===== src/sv/ctic_pkg.sv =====
// Package for the CPU timer and interrupt controller.
// Holds command, page and register offset codes, line bit positions and the result struct.
// No dependencies.
package ctic_pkg;

  localparam logic [1:0] CMD_TICK  = 2'd0;
  localparam logic [1:0] CMD_WRITE = 2'd1;
  localparam logic [1:0] CMD_READ  = 2'd2;
  localparam logic [1:0] CMD_LINE  = 2'd3;

  localparam logic [1:0] PAGE_TIMER = 2'd0;
  localparam logic [1:0] PAGE_IRQ   = 2'd1;

  localparam logic [1:0] TMR_PRELOAD = 2'd0;
  localparam logic [1:0] TMR_CONTROL = 2'd1;
  localparam logic [1:0] INT_MASK    = 2'd2;
  localparam logic [1:0] IRQ_STATUS  = 2'd3;

  localparam int PEND_IRQ2  = 0;
  localparam int PEND_IRQ1  = 1;
  localparam int PEND_TIMER = 2;

  localparam logic LINE_IRQ1 = 1'b0;

  typedef struct packed {
    logic [7:0] read_data;
    logic [2:0] pending_lines;
    logic [2:0] request_lines;
    logic       timer_fired;
  } result_t;

endpackage


===== src/sv/ctic_core.sv =====
// Timer and interrupt state of the controller with the per-transaction update logic.
// Produces the result of the transaction being accepted; depends on ctic_pkg.
// The state registers are updated at the same edge that accepts the transaction.
module ctic_core #(
  parameter int TIMER_PRESCALE = 1024
) (
  input  logic              clk,
  input  logic              rst,
  input  logic              accept,
  input  logic [1:0]        command,
  input  logic [18:0]       elapsed_cycles,
  input  logic [1:0]        io_page,
  input  logic [1:0]        reg_offset,
  input  logic [7:0]        write_data,
  input  logic              line_select,
  input  logic              line_level,
  output ctic_pkg::result_t res
);

  localparam int CW = $clog2(128 * TIMER_PRESCALE + 1);
  localparam int XW = (CW > 19) ? CW : 19;
  localparam int PL = $clog2(TIMER_PRESCALE);
  localparam int SH = CW + PL;
  localparam longint RECIP = ((64'd1 << SH) + TIMER_PRESCALE - 1) / TIMER_PRESCALE;
  localparam logic [CW-1:0] PRESCALE_W = CW'(TIMER_PRESCALE);
  localparam logic [CW:0] RECIP_W = (CW + 1)'(RECIP);

  logic [CW-1:0] timer_count;
  logic [CW-1:0] timer_reload;
  logic          timer_running;
  logic [2:0]    line_mask;
  logic [2:0]    line_pending;
  logic [7:0]    bus_latch;

  logic [CW-1:0] timer_count_next;
  logic [CW-1:0] timer_reload_next;
  logic          timer_running_next;
  logic [2:0]    line_mask_next;
  logic [2:0]    line_pending_next;
  logic [7:0]    bus_latch_next;

  logic [CW-1:0]   preload_value;
  logic [2*CW:0]   quot_product;
  logic [6:0]      count_scaled;
  logic            expire;
  logic [7:0]      read_value;
  logic            fired;

  assign preload_value = CW'(write_data[6:0]) * PRESCALE_W + PRESCALE_W;
  assign quot_product  = (2 * CW + 1)'(timer_count) * (2 * CW + 1)'(RECIP_W);
  assign count_scaled  = quot_product[SH+6:SH];
  assign expire        = XW'(elapsed_cycles) >= XW'(timer_count);

  always_comb begin
    case (io_page)
      ctic_pkg::PAGE_TIMER: begin
        read_value = {bus_latch[7], count_scaled};
      end
      ctic_pkg::PAGE_IRQ: begin
        case (reg_offset)
          ctic_pkg::INT_MASK:   read_value = {bus_latch[7:3], line_mask};
          ctic_pkg::IRQ_STATUS: read_value = {bus_latch[7:3], line_pending};
          default:              read_value = bus_latch;
        endcase
      end
      default: begin
        read_value = bus_latch;
      end
    endcase
  end

  always_comb begin
    timer_count_next   = timer_count;
    timer_reload_next  = timer_reload;
    timer_running_next = timer_running;
    line_mask_next     = line_mask;
    line_pending_next  = line_pending;
    bus_latch_next     = bus_latch;
    fired              = 1'b0;
    case (command)
      ctic_pkg::CMD_TICK: begin
        if (timer_running) begin
          if (expire) begin
            timer_count_next = timer_reload;
            line_pending_next[ctic_pkg::PEND_TIMER] = 1'b1;
            fired = 1'b1;
          end else begin
            timer_count_next = CW'(XW'(timer_count) - XW'(elapsed_cycles));
          end
        end
      end
      ctic_pkg::CMD_WRITE: begin
        bus_latch_next = write_data;
        if (io_page == ctic_pkg::PAGE_TIMER) begin
          if (reg_offset == ctic_pkg::TMR_PRELOAD) begin
            timer_reload_next = preload_value;
            timer_count_next  = preload_value;
          end else if (reg_offset == ctic_pkg::TMR_CONTROL) begin
            if (write_data[0] && !timer_running) begin
              timer_count_next = timer_reload;
            end
            timer_running_next = write_data[0];
          end
        end else if (io_page == ctic_pkg::PAGE_IRQ) begin
          if (reg_offset == ctic_pkg::INT_MASK) begin
            line_mask_next = write_data[2:0];
          end else if (reg_offset == ctic_pkg::IRQ_STATUS) begin
            line_pending_next[ctic_pkg::PEND_TIMER] = 1'b0;
          end
        end
      end
      ctic_pkg::CMD_READ: begin
      end
      default: begin
        if (line_select == ctic_pkg::LINE_IRQ1) begin
          line_pending_next[ctic_pkg::PEND_IRQ1] = line_level;
        end else begin
          line_pending_next[ctic_pkg::PEND_IRQ2] = line_level;
        end
      end
    endcase
  end

  always_comb begin
    res.read_data     = (command == ctic_pkg::CMD_READ) ? read_value : 8'd0;
    res.pending_lines = line_pending_next;
    res.request_lines = line_pending_next & ~line_mask_next;
    res.timer_fired   = fired;
  end

  always_ff @(posedge clk) begin
    if (rst) begin
      timer_count   <= '0;
      timer_reload  <= '0;
      timer_running <= 1'b0;
      line_mask     <= 3'd0;
      line_pending  <= 3'd0;
      bus_latch     <= 8'd0;
    end else if (accept) begin
      timer_count   <= timer_count_next;
      timer_reload  <= timer_reload_next;
      timer_running <= timer_running_next;
      line_mask     <= line_mask_next;
      line_pending  <= line_pending_next;
      bus_latch     <= bus_latch_next;
    end
  end

  // The count never exceeds the value it reloads from.
  a_count_bounded: assert property (@(posedge clk) disable iff (rst)
    timer_count <= timer_reload)
    else $error("timer count above reload value");

  // Expiry can only come from a tick while the timer runs.
  a_fire_source: assert property (@(posedge clk) disable iff (rst)
    res.timer_fired |-> (command == ctic_pkg::CMD_TICK) && timer_running)
    else $error("timer fired outside a running tick");

  // A stopped timer keeps its count across ticks.
  a_stopped_holds: assert property (@(posedge clk) disable iff (rst)
    accept && (command == ctic_pkg::CMD_TICK) && !timer_running |=> $stable(timer_count))
    else $error("stopped timer count changed");

  // An accepted expiry leaves the timer line pending.
  a_fire_pending: assert property (@(posedge clk) disable iff (rst)
    accept && res.timer_fired |=> line_pending[ctic_pkg::PEND_TIMER])
    else $error("timer line not pending after expiry");

endmodule


===== src/sv/cpu_timer_and_irq_controller_top.sv =====
// Top level of the CPU timer and interrupt controller: handshakes and result buffering.
// Instantiates ctic_core; depends on ctic_pkg.
//
// One transaction (tick, bus write, bus read or line change) can be accepted in every cycle
// while the skid register is empty: the core updates its state at the accepting edge and the
// result enters the output register, or the skid register behind it when the output still holds
// a result that is not taken, so that input acceptance does not depend combinationally on
// out_stall. in_stall rises only when both the output and skid registers hold results that
// have not been taken.
module cpu_timer_and_irq_controller_top #(
  parameter int TIMER_PRESCALE = 1024
) (
  input  logic        clk,
  input  logic        rst,
  input  logic        in_valid,
  output logic        in_stall,
  input  logic [1:0]  command,
  input  logic [18:0] elapsed_cycles,
  input  logic [1:0]  io_page,
  input  logic [1:0]  reg_offset,
  input  logic [7:0]  write_data,
  input  logic        line_select,
  input  logic        line_level,
  output logic        out_valid,
  input  logic        out_stall,
  output logic [7:0]  read_data,
  output logic [2:0]  pending_lines,
  output logic [2:0]  request_lines,
  output logic        timer_fired
);

  logic              accept;
  logic              pop;
  logic              skid_valid;
  ctic_pkg::result_t core_res;
  ctic_pkg::result_t out_res;
  ctic_pkg::result_t skid_res;

  assign in_stall = skid_valid;
  assign accept   = in_valid && !skid_valid;
  assign pop      = out_valid && !out_stall;

  ctic_core #(
    .TIMER_PRESCALE(TIMER_PRESCALE)
  ) u_core (
    .clk           (clk),
    .rst           (rst),
    .accept        (accept),
    .command       (command),
    .elapsed_cycles(elapsed_cycles),
    .io_page       (io_page),
    .reg_offset    (reg_offset),
    .write_data    (write_data),
    .line_select   (line_select),
    .line_level    (line_level),
    .res           (core_res)
  );

  always_ff @(posedge clk) begin
    if (rst) begin
      out_valid  <= 1'b0;
      skid_valid <= 1'b0;
    end else if (skid_valid) begin
      if (pop) begin
        skid_valid <= 1'b0;
      end
    end else if (accept) begin
      if (out_valid && !pop) begin
        skid_valid <= 1'b1;
      end else begin
        out_valid <= 1'b1;
      end
    end else if (pop) begin
      out_valid <= 1'b0;
    end
  end

  always_ff @(posedge clk) begin
    if (skid_valid) begin
      if (pop) begin
        out_res <= skid_res;
      end
    end else if (accept) begin
      if (out_valid && !pop) begin
        skid_res <= core_res;
      end else begin
        out_res <= core_res;
      end
    end
  end

  assign read_data     = out_res.read_data;
  assign pending_lines = out_res.pending_lines;
  assign request_lines = out_res.request_lines;
  assign timer_fired   = out_res.timer_fired;

  // The skid register only fills behind a waiting output result.
  a_skid_behind_out: assert property (@(posedge clk) disable iff (rst)
    skid_valid |-> out_valid)
    else $error("skid register holds a result with the output empty");

  // A stalled output with a full skid register keeps both results.
  a_skid_kept: assert property (@(posedge clk) disable iff (rst)
    skid_valid && out_stall |=> skid_valid && out_valid)
    else $error("buffered result lost under stall");

  // Requested lines are always a subset of the pending lines.
  a_request_subset: assert property (@(posedge clk) disable iff (rst)
    out_valid |-> ((request_lines & ~pending_lines) == 3'd0))
    else $error("request line without pending line");

endmodule


===== config.mk =====
export PLATFORM = sky130hd
export DESIGN_NAME = cpu_timer_and_irq_controller_top
export DESIGN_NICKNAME = d
export VERILOG_FILES = /design/src/sv/ctic_pkg.sv /design/src/sv/ctic_core.sv /design/src/sv/cpu_timer_and_irq_controller_top.sv
export SDC_FILE = /design/constraint.sdc
export NUM_CORES = 1
export LEC_CHECK = 0
export ABC_AREA = 1
export CAP_MARGIN = 20
export CELL_PAD_IN_SITES_DETAIL_PLACEMENT = 1
export CELL_PAD_IN_SITES_GLOBAL_PLACEMENT = 1
export CORE_MARGIN = 4
export CORE_UTILIZATION = 42
export DETAILED_ROUTE_END_ITERATION = 10
export DONT_BUFFER_PORTS = 1
export HOLD_SLACK_MARGIN = 0.02
export PLACE_DENSITY = 0.81
export SYNTH_ARGS = -nofsm -noshare
export SYNTH_HDL_FRONTEND = slang
export SYNTH_SLANG_ARGS = --single-unit

===== constraint.sdc =====
create_clock -name clk -period 2.1 [get_ports clk]
set_input_delay 0.42 -clock clk [delete_from_list [all_inputs] [get_ports clk]]
set_output_delay 0.42 -clock clk [all_outputs]
set_load 0.02 [all_outputs]

After elaboration in Yosys (flattened, before gate mapping)
Cells that the tools add are included.
{"block": "op_classes", "n_addsub": 2, "n_lt_le_gt_ge": 1, "eq_ne": 13, "mux": 38, "n_bitwise": 4, "n_reduce_logical": 22}
{"op": "$mux 18", "n": 6}
{"op": "$mux 15", "n": 4}
{"op": "$pmux 18 s2", "n": 1}
{"op": "$ge 19x18->1", "n": 1}
{"op": "$add 17x11->18 const B", "n": 1}
{"op": "$mux 1", "n": 18}
{"op": "$sub 18x18->18", "n": 1}
{"op": "$pmux 7 s2", "n": 1}
{"op": "$mux 3", "n": 4}
{"op": "$reduce_and 3->1", "n": 3}
{"op": "$mux 8", "n": 1}
{"op": "$eq 2x1->1 const B", "n": 3}
{"op": "$eq 2x2->1 const B", "n": 3}
{"op": "$logic_not 2->1", "n": 3}
{"op": "$ne 2x2->1 const B", "n": 3}
{"op": "$ne 3x1->1 const B", "n": 2}
{"op": "$pmux 3 s2", "n": 1}
{"op": "$reduce_and 6->1", "n": 1}
{"op": "$reduce_bool 2->1", "n": 3}
{"op": "$reduce_and 5->1", "n": 1}
{"op": "$logic_and 1x1->1", "n": 4}
{"op": "$logic_not 1->1", "n": 4}
{"op": "$ne 2x1->1 const B", "n": 2}
{"op": "$reduce_and 4->1", "n": 1}
{"op": "other kinds (7)", "n": 8}
{"block": "word_totals", "ff_bits": 83, "inputBits": 39, "out_inout_bits": 17, "wordCells": 96}

Depth between registers and ports, before layout
{"block": "logic_depth", "word_depth": 10, "depth_mapped": 15, "ltp_nobuf": 15}

Modules after synthesis
Synthesis repeated with hierarchy kept, for this count alone.
{"block": "hier_totals", "hier_cells": 726, "area_unflattened_um2": 5072.4}
{"mod": "ctic_core", "instances": 1, "cells_per_inst": 628, "area_each_um2": 3844.9, "seq_area_each_um2": 820.8}
{"mod": "cpu_timer_and_irq_controller_top", "instances": 1, "cells_per_inst": 98, "area_each_um2": 1227.4, "seq_area_each_um2": 940.9}

Worst setup path after synthesis
No wires, ideal clock.
{"block": "synth_path", "path_type": "register to register", "start": "reg skid_valid (netlist: in_stall)", "end": "reg out_res (netlist bit pending_lines[0]) (enable)", "setup_time_ps": 392, "arrival_ps": 1692, "t_required_ps": 1708, "path_slack_ps": 16, "path_stages_with_launch": 7, "path_buffers": 1, "synth_period_minus_slack_ps": 2084, "path_cell_list": "dfxtp_1 > buf_4 > inv_2 > nand2_4 > clkinv_1 > a21oi_1 > a21oi_1"}
{"block": "synth_between", "elab_chain_len": 4, "word_cells_on_any_way": 6, "classes_between": "eq/ne (2); reduce/logical (4)"}
{"element": "start, declared", "line_no": "cpu_timer_and_irq_controller_top.sv:34", "rtl": "logic skid_valid;"}
{"element": "start signal, assigned", "line_no": "cpu_timer_and_irq_controller_top.sv:62", "rtl": "skid_valid <= 1'b0;"}
{"element": "start signal, assigned", "line_no": "cpu_timer_and_irq_controller_top.sv:65", "rtl": "skid_valid <= 1'b0;"}
{"element": "start signal, assigned", "line_no": "cpu_timer_and_irq_controller_top.sv:69", "rtl": "skid_valid <= 1'b1;"}
{"element": "$logic_not 1->1", "line_no": "cpu_timer_and_irq_controller_top.sv:40", "rtl": "assign accept = in_valid && !skid_valid;"}
{"element": "$logic_and 1x1->1", "line_no": "cpu_timer_and_irq_controller_top.sv:40"}
{"element": "$reduce_bool 2->1 (no source line)"}
{"element": "$reduce_and 3->1 (no source line) *"}
{"element": "end signal, assigned", "line_no": "cpu_timer_and_irq_controller_top.sv:81", "rtl": "out_res <= skid_res;"}
{"element": "end signal, assigned", "line_no": "cpu_timer_and_irq_controller_top.sv:87", "rtl": "out_res <= core_res;"}
{"element": "end, declared", "line_no": "cpu_timer_and_irq_controller_top.sv:36", "rtl": "ctic_pkg::result_t out_res;"}
Every way passes the cells marked *; elsewhere a longest branch is shown, timed or not.
A chain may end at the register's enable or synchronous reset.

Final worst setup path
{"block": "layout_path", "start": "reg u_core.timer_count[14]", "end": "reg u_core.timer_count[14]"}
{"block": "layout_between", "elab_chain_len": 4, "word_cells_on_any_way": 5, "classes_between": "add/sub (1); order compare (1); mux (3)"}
{"element": "start, declared", "line_no": "ctic_core.sv:28", "rtl": "logic [CW-1:0] timer_count;"}
{"element": "start signal, assigned", "line_no": "ctic_core.sv:140", "rtl": "timer_count <= timer_count_next;"}
{"element": "$sub 18x18->18 / $ge 19x18->1 (equally long branches)", "line_no": "ctic_core.sv:88, ctic_core.sv:52"}
{"element": "$mux 18 *", "line_no": "ctic_core.sv:83", "rtl": "if (expire) begin"}
{"element": "$mux 18 *", "line_no": "ctic_core.sv:82", "rtl": "if (timer_running) begin"}
{"element": "$pmux 18 s2 *", "line_no": "ctic_core.sv:80", "rtl": "case (command)"}
Every way passes the cells marked *; elsewhere a longest branch is shown, timed or not. The select of a mux whose other input is x is not followed.

==> flow_metrics.env <==
export IMPL_period_share_pct=96.15
export IMPL_synth_top_cell_area_share_pct=18.22
export IMPL_nets=812
export IMPL_tightest_slew_ns=0.5403
export IMPL_htree_levels=3
export IMPL_clock_latency_ns=0.34
export IMPL_antenna_left=0
export IMPL_synth_fp_nets=775
export IMPL_synth_yosys_seq_area_share_pct=35.63
export IMPL_grt_pass1_wl_um=24980
export IMPL_slew_headroom_pct=63.67
export IMPL_path_max_fanout=6
export IMPL_numCtsBuffers=9
export IMPL_cp_arrival_ns=2.24
export IMPL_firstDrtPassIters=5
export IMPL_final_max_slew_viol_count=0
export IMPL_cp_end_kind="flop"
export IMPL_clkSinkCount=73
export IMPL_root_buffer="clkbuf_16"
export IMPL_syn_avg_cell_area_um2=7.074
export IMPL_die_y_um=116.5
export IMPL_min_path_type="in2reg"
export IMPL_place_hpwl_um=12460
export IMPL_clk_pin_slew_worst_paths_ns=0.06
export IMPL_synthCells=699
export IMPL_track_usage_pct=23.84
export IMPL_drt_initial_drc_count=389
export IMPL_grt_pass1_vias=4855
export IMPL_initial_core_util_pct=43.12
export IMPL_hold_viol=0
export IMPL_rsz0062_at_grt="true"
export IMPL_synth_edf_count=30
export IMPL_synth_common_cells="nand2_1 (183), inv_1 (113), a21oi_1 (74)"
export IMPL_ir_worst_vdd_mv=0.7032
export IMPL_core_area_mm2=0.01147
export IMPL_max_cap_violations=0
export IMPL_grt_max_degree=28
export IMPL_timing_hold_ws_ns=0.1417
export IMPL_yosysMostFrequentCell="nand2_1"
export IMPL_fin_util_pct=51.13
export IMPL_drive_above_1_share_pct=17.14
export IMPL_met3_usage_pct=5.337
export IMPL_setup_violations=0
export IMPL_path_class="reg2reg"
export IMPL_synth_area_mm2=0.004945
export IMPL_grt_util_met1_pct=30.52
export IMPL_detail_route_vias_per_cell=5.354
export IMPL_clockBufferDepth=2
export IMPL_synth_top_cell_by_area="edfxtp_1"
export IMPL_diodes=0
export IMPL_pin_count=56
export IMPL_postLayoutCellArea_mm2=0.005863
export IMPL_wl_um=16270
export IMPL_die_w_um=116.5
export IMPL_layout_min_cycle_time_ns=2.019
export IMPL_wl_per_cell_um=18.40
export IMPL_ys_ff_latch=73
export IMPL_synthTopCellsByArea="edfxtp_1 (18%), dfxtp_1 (17%), nand2_1 (14%), ha_1 (9.1%), inv_1 (8.6%)"
export IMPL_start_kind="flop"
export IMPL_fin_skew_ns=0.008624
export IMPL_post_dp_cell_area_mm2=0.005329
export IMPL_rows=39
export IMPL_leakagePower_nw=2.731
export IMPL_tritoncts="yes"
export IMPL_antenna_found_initial=0
export IMPL_cts_hold_buf=0
export IMPL_grtUsageMet2_pct=40.58
export IMPL_p_per_area_mw_per_mm2=625.6
export IMPL_synth_warnings=0
export IMPL_gp_congestion=0.8741
export IMPL_num_vias=4733
export IMPL_synthArstFlopShare_pct=0
export IMPL_area_growth_syn_to_layout_pct=18.57
export IMPL_ff2ff_setup_slack_ns=0.08
export IMPL_outcome="complete, no violations"
export IMPL_drc=0
export IMPL_cp_data_required_time_ns=2.32
export IMPL_dieArea_mm2=0.01357
export IMPL_overflow=0
export IMPL_grt_busiest_layer="met2"
export IMPL_synth_cell_types=36
export IMPL_fmax_mhz=495.2
export IMPL_port_buffers=0
export IMPL_ys_flop_type="dfxtp_1"
[registers in the layout, summed over array words and instances (netlist names), 3 cells and up]
register,count
skid_res,15
request_lines,3
u_core.line_mask,3
u_core.bus_latch,8
u_core.line_pending,3
pending_lines,3
read_data,8
u_core.timer_count,18
u_core.timer_reload,8
[power breakdown]
| group | switching (mW) | internal, mW | total (mW) |
|---|---|---|---|
| registers | 0.0650 | 1.54 | 1.61 |
| logic | 0.311 | 0.179 | 0.490 |
| clock network | 0.640 | 0.932 | 1.57 |
[final timing paths]
check,depth (start not counted),endpoint,from
worst min-delay path,1,in_stall$_SDFF_PP0_,rst
worst min register to register,2,u_core.timer_reload[10]$_SDFFE_PP0P_,u_core.timer_reload[10]$_SDFFE_PP0P_
worst max register to register,11,u_core.timer_count[14]$_SDFFE_PP0P_,u_core.timer_count[14]$_SDFFE_PP0P_
worst max-delay path,11,u_core.timer_count[14]$_SDFFE_PP0P_,u_core.timer_count[14]$_SDFFE_PP0P_
[critical path, cell delays in order (launching register included)]
cell and delay (ns):
dfxtp_2 0.33, ha_2 0.38, nand2_2 0.09, nor2_2 0.15, inv_2 0.06, nor2_2 0.11, nand3_1 0.15, nand4_4 0.22
buf_4 0.17, nand2_1 0.08, nand3_1 0.09, a21oi_1 0.06
[metal layers]
layer	share of wire [%]	vias to the layer above
met2	50	95
met4	1.9	0
met5	0	-
li1	-	2319
met1	43	2296
met3	5.5	23
[cells by family (layout without fill, tap and decap cells)]
family / after synthesis / after routing / synth area share [%]
AND/OR/NAND/NOR: 290 / 290 / 26.14
AO/OA/AOI/OAI: 148 / 148 / 15.74
buffers and inverters: 140 / 182 / 11.03
flip-flops: 73 / 73 / 35.63
adder cells (fa/ha/maj): 37 / 37 / 9.514
XOR/XNOR: 11 / 11 / 1.948
[cell usage in the layout, fill, tap and decap left out, types with 8 or more instances in the layout]
cell type  synthesis  final
nand2_1          183    176
xor2_1            11     11
o21ai_0           55     54
a21oi_1           74     69
dfxtp_2            0      8
clkbuf_16          0      9
ha_1              36     25
inv_1            113    113
edfxtp_1          30     30
inv_2             12     11
ha_4               0     10
nand2_2            8     14
buf_4              1     39
dfxtp_1           43     34
nor2_1            43     42
nand3_1           24     23
[layout make-up]
cell class / instances / area (um2)
fillers: 1460 / 5604
multi-input cells: 486 / 2825
flip-flops and latches: 73 / 1775
inverters: 126 / 475.5
repair buffers: 40 / 304.0
clock buffers: 9 / 225.2
well taps: 143 / 178.9
clock inverters: 7 / 78.83
[metrics by stage]
step / TNS [ns] / instances / setup slack (ns) / total power, mW
final: 0 / 884 / 0.08079 / 3.668
after global routing: -0.4417 / 884 / -0.04297 / 3.812
after CTS: 0 / 881 / 0.01940 / 3.657
after detailed placement: -1.401 / 865 / -0.1328 / 2.089
after global placement: -0.004494 / 865 / -0.004494 / 2.059
after floorplan: 0 / 699 / 0.01574 / 1.930
[repair_timing]
item	in CTS	in global routing
setup endpoints to repair	10	25
buffers inserted	0	3
pin swaps	0	5
resized for setup	2	43
Note: power is estimated with default switching activity, not from simulation.
